`config.mk`:
```
export PLATFORM = sky130hd
export DESIGN_NAME = video_keyframe_detector
export DESIGN_NICKNAME = d
export VERILOG_FILES = /design/src/hw/rtl/vkd_pkg.sv /design/src/hw/rtl/video_keyframe_detector.sv
export SDC_FILE = /design/constraint.sdc
export NUM_CORES = 1
export LEC_CHECK = 0
export ABC_AREA = 1
export BUFFER_PORTS_ARGS = -buffer_cell sky130_fd_sc_hd__clkbuf_2
export CORE_MARGIN = 2
export CORE_UTILIZATION = 25
export DETAILED_ROUTE_END_ITERATION = 16
export PLACE_DENSITY = 0.37
export SETUP_SLACK_MARGIN = 0.1
export SLEW_MARGIN = 20
export SYNTH_ARGS = -nofsm -noshare
export SYNTH_HDL_FRONTEND = slang
export SYNTH_SLANG_ARGS = --single-unit
```
`constraint.sdc`:
```
create_clock -name clk -period 3 [get_ports clk]
set_clock_uncertainty 0.1 [all_clocks]
set_input_delay 0.15 -clock clk [delete_from_list [all_inputs] [get_ports clk]]
set_output_delay 0.15 -clock clk [all_outputs]
set_load 0.005 [all_outputs]
```
`src/hw/rtl/vkd_pkg.sv`:
```
// Shared types and constants for the video keyframe detector.
// No dependencies; imported by the top level and by the testbench.
package vkd_pkg;

  // codec_kind register codes
  localparam logic [1:0] CODEC_NONE = 2'd0;
  localparam logic [1:0] CODEC_HEVC = 2'd1;
  localparam logic [1:0] CODEC_AV1  = 2'd2;

  // default limit on LEB128 size bytes per OBU
  localparam int MAX_SIZE_BYTES_DEF = 8;

  // LEB128 payload bits per size byte
  localparam int LEB_BITS = 7;

  // HEVC NAL types that mark a random-access picture
  localparam logic [5:0] NAL_IRAP_LO = 6'd16;
  localparam logic [5:0] NAL_IRAP_HI = 6'd21;

  // AV1 sequence-header OBU type
  localparam logic [3:0] OBU_SEQ_HDR = 4'h1;

  // start-code marker byte
  localparam logic [7:0] START_BYTE = 8'h01;

  // AV1 OBU walker phase
  typedef enum logic [3:0] {
    PH_HEADER  = 4'b0001,
    PH_EXT     = 4'b0010,
    PH_SIZE    = 4'b0100,
    PH_PAYLOAD = 4'b1000
  } obu_phase_t;

endpackage

```
`src/hw/rtl/video_keyframe_detector.sv`:
```
// is_keyframe is valid in the cycle after the accepted last byte of a unit.
// Throughput: one byte per cycle; every byte updates the scan registers in the
// cycle it is accepted, and the output register holds one verdict word.
// A verdict waiting under out_stall blocks input only while it is stalled.
// Reset (rst, synchronous, active high): codec_kind to 0, scan state cleared,
// output empty.
// Depends on vkd_pkg.
module video_keyframe_detector
  import vkd_pkg::*;
#(
  parameter int MAX_SIZE_BYTES = MAX_SIZE_BYTES_DEF
) (
  input  logic       clk,
  input  logic       rst,
  // configuration
  input  logic       cfg_we,
  input  logic [1:0] cfg_wdata,
  // input words
  input  logic       in_valid,
  output logic       in_stall,
  input  logic [7:0] data_byte,
  input  logic       last_byte,
  // result words
  output logic       out_valid,
  input  logic       out_stall,
  output logic       is_keyframe
);

  localparam int ACC_W = LEB_BITS * MAX_SIZE_BYTES;
  localparam int IDX_W = (MAX_SIZE_BYTES > 1) ? $clog2(MAX_SIZE_BYTES) : 1;
  localparam logic [IDX_W-1:0] IDX_LAST = IDX_W'(MAX_SIZE_BYTES - 1);

  // configuration and scan registers
  logic [1:0]       codec_kind;
  logic             found_key;
  logic [1:0]       zero_run;
  logic             header_expected;
  obu_phase_t       obu_phase;
  logic [ACC_W-1:0] size_accum;
  logic [IDX_W-1:0] size_byte_index;
  logic [ACC_W-1:0] skip_remaining;
  logic             scan_stopped;

  logic             found_key_next;
  logic [1:0]       zero_run_next;
  logic             header_expected_next;
  obu_phase_t       obu_phase_next;
  logic [ACC_W-1:0] size_accum_next;
  logic [IDX_W-1:0] size_byte_index_next;
  logic [ACC_W-1:0] skip_remaining_next;
  logic             scan_stopped_next;

  logic             accept;
  logic             verdict;
  logic [5:0]       hdr_kind;
  logic [ACC_W-1:0] size_slot;
  logic [ACC_W-1:0] size_merged;

  // input is held off only while a finished verdict is stalled
  assign in_stall = out_valid & out_stall;
  assign accept   = in_valid & ~in_stall;

  assign hdr_kind = data_byte[6:1];

  // place the 7 size bits at the slot picked by the byte index
  always_comb begin
    size_slot = '0;
    for (int k = 0; k < MAX_SIZE_BYTES; k++) begin
      if (size_byte_index == IDX_W'(k)) begin
        size_slot[LEB_BITS*k +: LEB_BITS] = data_byte[LEB_BITS-1:0];
      end
    end
  end

  assign size_merged = size_accum | size_slot;

  // next scan state for the current byte
  always_comb begin
    found_key_next       = found_key;
    zero_run_next        = zero_run;
    header_expected_next = header_expected;
    obu_phase_next       = obu_phase;
    size_accum_next      = size_accum;
    size_byte_index_next = size_byte_index;
    skip_remaining_next  = skip_remaining;
    scan_stopped_next    = scan_stopped;

    if (codec_kind == CODEC_HEVC) begin
      // NAL header right after a start code
      if (header_expected) begin
        header_expected_next = 1'b0;
        if (hdr_kind >= NAL_IRAP_LO && hdr_kind <= NAL_IRAP_HI) begin
          found_key_next = 1'b1;
        end
      end
      // zero run and start-code detection
      if (data_byte == 8'h00) begin
        if (zero_run != 2'd2) begin
          zero_run_next = zero_run + 2'd1;
        end
      end else begin
        if (data_byte == START_BYTE && zero_run == 2'd2) begin
          header_expected_next = 1'b1;
        end
        zero_run_next = 2'd0;
      end
    end else if (codec_kind == CODEC_AV1 && !scan_stopped) begin
      unique case (obu_phase)
        PH_HEADER: begin
          if (data_byte[6:3] == OBU_SEQ_HDR) begin
            found_key_next    = 1'b1;
            scan_stopped_next = 1'b1;
          end else if (!data_byte[1]) begin
            // no size field: OBU runs to end of unit
            scan_stopped_next = 1'b1;
          end else begin
            size_accum_next      = '0;
            size_byte_index_next = '0;
            obu_phase_next       = data_byte[2] ? PH_EXT : PH_SIZE;
          end
        end
        PH_EXT: begin
          obu_phase_next = PH_SIZE;
        end
        PH_SIZE: begin
          size_accum_next      = size_merged;
          size_byte_index_next = size_byte_index + IDX_W'(1);
          if (!data_byte[7]) begin
            skip_remaining_next = size_merged;
            obu_phase_next      = (size_merged == '0) ? PH_HEADER : PH_PAYLOAD;
          end else if (size_byte_index == IDX_LAST) begin
            // size never terminated
            scan_stopped_next = 1'b1;
          end
        end
        PH_PAYLOAD: begin
          skip_remaining_next = skip_remaining - ACC_W'(1);
          if (skip_remaining == ACC_W'(1)) begin
            obu_phase_next = PH_HEADER;
          end
        end
        default: begin
          obu_phase_next = PH_HEADER;
        end
      endcase
    end
  end

  assign verdict = (codec_kind == CODEC_HEVC || codec_kind == CODEC_AV1) && found_key_next;

  // configuration register
  always_ff @(posedge clk) begin
    if (rst) begin
      codec_kind <= CODEC_NONE;
    end else if (cfg_we) begin
      codec_kind <= cfg_wdata;
    end
  end

  // scan registers; cleared after every last byte
  always_ff @(posedge clk) begin
    if (rst || (accept && last_byte)) begin
      found_key       <= 1'b0;
      zero_run        <= 2'd0;
      header_expected <= 1'b0;
      obu_phase       <= PH_HEADER;
      size_accum      <= '0;
      size_byte_index <= '0;
      skip_remaining  <= '0;
      scan_stopped    <= 1'b0;
    end else if (accept) begin
      found_key       <= found_key_next;
      zero_run        <= zero_run_next;
      header_expected <= header_expected_next;
      obu_phase       <= obu_phase_next;
      size_accum      <= size_accum_next;
      size_byte_index <= size_byte_index_next;
      skip_remaining  <= skip_remaining_next;
      scan_stopped    <= scan_stopped_next;
    end
  end

  // output register
  always_ff @(posedge clk) begin
    if (rst) begin
      out_valid <= 1'b0;
    end else if (accept && last_byte) begin
      out_valid <= 1'b1;
    end else if (!out_stall) begin
      out_valid <= 1'b0;
    end
  end

  always_ff @(posedge clk) begin
    if (accept && last_byte) begin
      is_keyframe <= verdict;
    end
  end

endmodule

```
* Yosys cells after proc, flatten, opt, wreduce, memory -nomap -nowiden *
Cells that the tools add are included.

storage, ports and cells
  flip-flop bits (word level) = 128
  bits in latches = 0
  bits in writable memories = 0
  ROM bits = 0
  word-level logic and storage cells = 107
  memories = 0

cells by class
  add/subtract/negate cells = 3
  $mul = 0
  div/mod/pow operators = 0
  order comparisons = 2
  equal/unequal tests = 27
  shift-type cells = 0
  multiplexer cells = 40
  bitwise logic cells = 5
  reduce and logical (&&, ||, !) cells = 19

operators by type and width
  kind                                                  number
  one-hot mux 56 bit (2 select lines)                   2
  2-to-1 mux 56 bit                                     3
  == test 56 x 1 -> 1 bit (second input constant)       1
  zero test 56 bit                                      1
  2-to-1 mux 7 bit                                      8
  bitwise OR 56 bit                                     1
  subtractor 56 x 1 -> 56 bit (second input constant)   1
  2-to-1 mux 4 bit                                      5
  one-hot mux 4 bit (4 select lines)                    1
  2-to-1 mux 1 bit                                      14
  != test 2 bit (second input constant)                 7
  AND reduction 7 bit                                   2
  == test 3 bit (second input constant)                 4
  2-to-1 mux 3 bit                                      3
  == test 4 x 1 -> 1 bit (second input constant)        2
  == test 8 x 1 -> 1 bit (second input constant)        1
  zero test 8 bit                                       1
  == test 3 x 2 -> 1 bit (second input constant)        2
  >= comparator 6 x 5 -> 1 bit (second input constant)  1
  <= comparator 6 x 5 -> 1 bit (second input constant)  1
  one-hot mux 3 bit (2 select lines)                    1
  AND reduction 6 bit                                   1
  logical AND 1 bit                                     5
  AND reduction 5 bit                                   1
  other kinds (20)                                      27

* Logic depth before layout (Yosys ltp) *
  depth after elaboration = 7
  mapped depth = 13
  mapped depth without buffers = 13

* Least setup slack after synthesis *
OpenSTA, ideal clock, no wires.

  kind = register to register
  start = register codec_kind[1]
  end = register skip_remaining[25]
  library setup time = 0.132 ns
  arrival time = 1.665 ns
  data required time = 2.768 ns
  path slack = 1.103 ns
  cell stages (with the launch flop) = 13
  cells stage by stage = dfxtp_1 > inv_1 > ha_1 > inv_1 > nand3_1 > nor2_1 > nand2_2 > a21oi_4 > inv_2 > buf_4 > buf_4 > nand2_1 > a21oi_1

between the ends
  word-level cells in the longest chain between the ends = 3

RTL lines
  element                                                  RTL line                                                       RTL
  start, declared                                          video_keyframe_detector.sv:34                                  logic [1:0] codec_kind;
  start signal, assigned                                   video_keyframe_detector.sv:156                                 codec_kind <= cfg_wdata;
  == test 2 bit or == test 2 x 1 -> 1 bit (tied branches)  video_keyframe_detector.sv:107, video_keyframe_detector.sv:88
  logical AND 1 bit or inverter 1 bit (tied branches)      --
  AND reduction 5 bit (no source line) (*)                 --
  end signal, assigned                                     video_keyframe_detector.sv:178                                 skip_remaining <= skip_remaining_next;
  end, declared                                            video_keyframe_detector.sv:41                                  logic [ACC_W-1:0] skip_remaining;

Mark *: on every way between the ends. The rest lies on a longest branch, timed or not.
A chain may end at the register's enable or synchronous reset.

* Final worst setup path *
  start = register codec_kind[1]
  end = register skip_remaining[9]

The elaborated chain is that of the path after synthesis.

==> flow_summary.yaml <==
flow_run:
  cap_viol_max_count: 0
floorplan:
  initial_core_util_pct: 25.3
  die-area_mm2: 0.0323
  num_rows: 64
  core_mm2: 0.0305
  die_y_um: 180
  die_x_um: 180
  ios: 19
worst_setup_path:
  crit_buf_inv: 4
  cp_data_required_time_ns: 3.25
  worstSetupPathType: "flip-flop to flip-flop"
  worstPathCellList: "inv_1 > ha_1 > inv_1 > nand3_1 > nor2_1 > nand2_2 > a21oi_4 > inv_2 > buf_4 > nor2_1 > o21ai_0 > a21oi_1"
  max_stage_delay_ns: 0.33
  cp_top_family: "buffers and inverters"
  startpoint_type: "flip-flop"
  cp_max_fo: 24
  arrival_ns: 2.69
  critical_path.slowest_cell: "dfxtp_1"
  critPathCaptureType: "flip-flop"
status:
  status: "finished, final reports clean"
logic_synthesis:
  syn_nets: 1262
  avgSynthCellArea_um2: 6.25
  ys_seq_area_share_pct: 33.3
  yosys_warnings: 0
  yosys.cell_types.count: 35
  synth-edff-count: 1
  syn_area_mm2: 0.00772
  synth-async-reset-ratio_pct: 0
  ys_seq_elements: 128
  synth_ff_type: "dfxtp_1"
  syn_inst: 1235
global_route:
  antenna_found_initial: 0
  grt_max_degree: 100
  grt_overflow: 0
  track_usage_pct: 18.8
  grt_pass1_wl_um: 47100
  grt_pass1_vias: 7724
clock_tree:
  post_cts_buffers: 0
  ctsResizeCount: 0
  clk-insertion-delay-late_ns: 0.43
  cts_tree: "yes"
  cts_root_buf: "clkbuf_16"
  cts_buffer_depth: 2
  cts_sinks: 128
  cts_max_level: 4
  cts_hold_buffers: 6
  cts_inserted_buffers: 17
  path_clk_slew_ns: 0.06
detailed_routing:
  detail_route.wl_per_cell_um: 18.2
  drt_iter0_markers: 591
  via_per_inst: 4.80
  vias: 7920
  drtPass1Iterations: 5
  drcViolationCount: 0
  drt_wl_total_um: 30000
  antenna_left: 0
layout:
  antenna_cells: 0
  fin_nets: 1267
  area_delta_synth_final_pct: 16.5
  fin_cells: 1649
  drive_above_1_share_pct: 6.23
  final_cell_mix: "nand2_1 (285), nor2_1 (231), a21oi_1 (146)"
  final_common_cell: "nand2_1"
placement:
  post-place-ws_ns: 0.601
  port_buffers: 18
  dp_hpwl_um: 21500
  dp_cells: 1611
  place_congestion: 0.841
timing:
  slew_headroom_pct: 36.1
  fin_ws_ns: 0.567
  finalSetupViolations: 0
  finalCritPeriodShare_pct: 81.1
  worstMarginPinSlew_ns: 0.958
  period_minus_slack_ns: 2.43
  tns_ns: 0
  hold_violations: 0
  rsz0062_at_grt: "no"
  fmax_ghz: 0.411
  finalMaxSlewViolations: 0
power_and_ir_drop:
  p_per_area_mw_per_mm2: 503
  vdd_ir_drop_max_mv: 0.367
  p_leak_nw: 3.78
  power_mw: 4.52
min_path:
  min_path_type: "primary input to flip-flop"
[metrics by stage]
| stage | util [%] | hold WS (ns) | area (um^2) |
|---|---|---|---|
| after floorplan | - | 0.226 | 7720 |
| after global placement | 27.0 | 0.350 | 8230 |
| after detailed placement | 27.0 | 0.346 | 8230 |
| after CTS | 29.5 | 0.0368 | 8990 |
| after global routing | 29.5 | 0.0457 | 8990 |
| final | 29.5 | 0.0445 | 8990 |
[synthesized netlist by cell type, types with 9 or more instances]
library cell | number | area [um^2]
nor2_1 | 231 | 867
nand3b_1 | 9 | 67.6
ha_1 | 11 | 138
inv_1 | 101 | 379
nand3_1 | 55 | 275
buf_2 | 14 | 70.1
nand2_1 | 285 | 1070
xor2_1 | 15 | 131
o21ai_0 | 84 | 420
a21oi_1 | 146 | 731
nor3_1 | 10 | 50.1
dfxtp_1 | 127 | 2540
o21bai_1 | 24 | 180
a211oi_1 | 41 | 308
clkbuf_1 | 31 | 116
[tightest hold or removal path: stages]
cell and delay, ns:
clkbuf_2 0.10, nand2_1 0.09, o21ai_0 0.07, nand2_1 0.06, a21oi_1 0.05
[state kept, by name (all words and copies together), names as in the netlist, 2 cells and up]
register	flops
size_byte_index	3
size_accum	56
skip_remaining	56
codec_kind	2
zero_run	2
obu_phase	4
[path summary, 6_finish.rpt]
| check | start | endpoint | slack (ns) | cells after the start |
|---|---|---|---|---|
| worst min-delay path | data_byte[7] | scan_stopped$_SDFFE_PP0P_ | 0.04 | 5 |
| worst max-delay path | codec_kind[1]$_SDFFE_PP0P_ | skip_remaining[9]$_SDFFE_PP0P_ | 0.57 | 12 |
| worst max register to register | codec_kind[1]$_SDFFE_PP0P_ | skip_remaining[9]$_SDFFE_PP0P_ | 0.57 | 12 |
| worst min register to register | size_accum[1]$_SDFFE_PP0P_ | size_accum[1]$_SDFFE_PP0P_ | 0.36 | 2 |
[kinds of logic (layout without fill, tap and decap cells)]
group,count (synthesis),in the layout,share of synthesized area (%)
AND/OR/NAND/NOR,608,608,31.8
flip-flops,128,128,33.3
buffers and inverters,159,177,8.06
XOR/XNOR,23,23,2.61
AO/OA/AOI/OAI,306,306,22.4
adder cells (fa/ha/maj),11,11,1.78
[per-layer routing]
| metal | track usage (%) | part of all wire (%) | vias to the layer above | wire [um] |
|---|---|---|---|---|
| met5 | 0 | 0 | - | 0 |
| met4 | 4.00 | 1.2 | 0 | 346 |
| met3 | 2.92 | 3.8 | 19 | 1130 |
| met2 | 29.8 | 45 | 146 | 13400 |
| met1 | 27.1 | 51 | 3684 | 15200 |
| li1 | - | - | 4071 | - |
[final cells by class]
type                       count  area (um^2)
tap                          396          495
clock buffer                  20          468
inverter                     107          402
sequential                   128         2570
clock inverter                12          226
timing repair buffer          38          280
multi-input combinational    948         4540
fill                        3432        21500
[power by group]
part / switching (mW) / leakage [nW] / total (mW) / internal [mW]
registers: 0.00987 / 1.04 / 1.73 / 1.72
clock network: 0.879 / 0.332 / 2.52 / 1.64
logic: 0.193 / 2.41 / 0.268 / 0.0748
total: 1.08 / 3.78 / 4.52 / 3.44
Power figures use the tool's default switching activity.
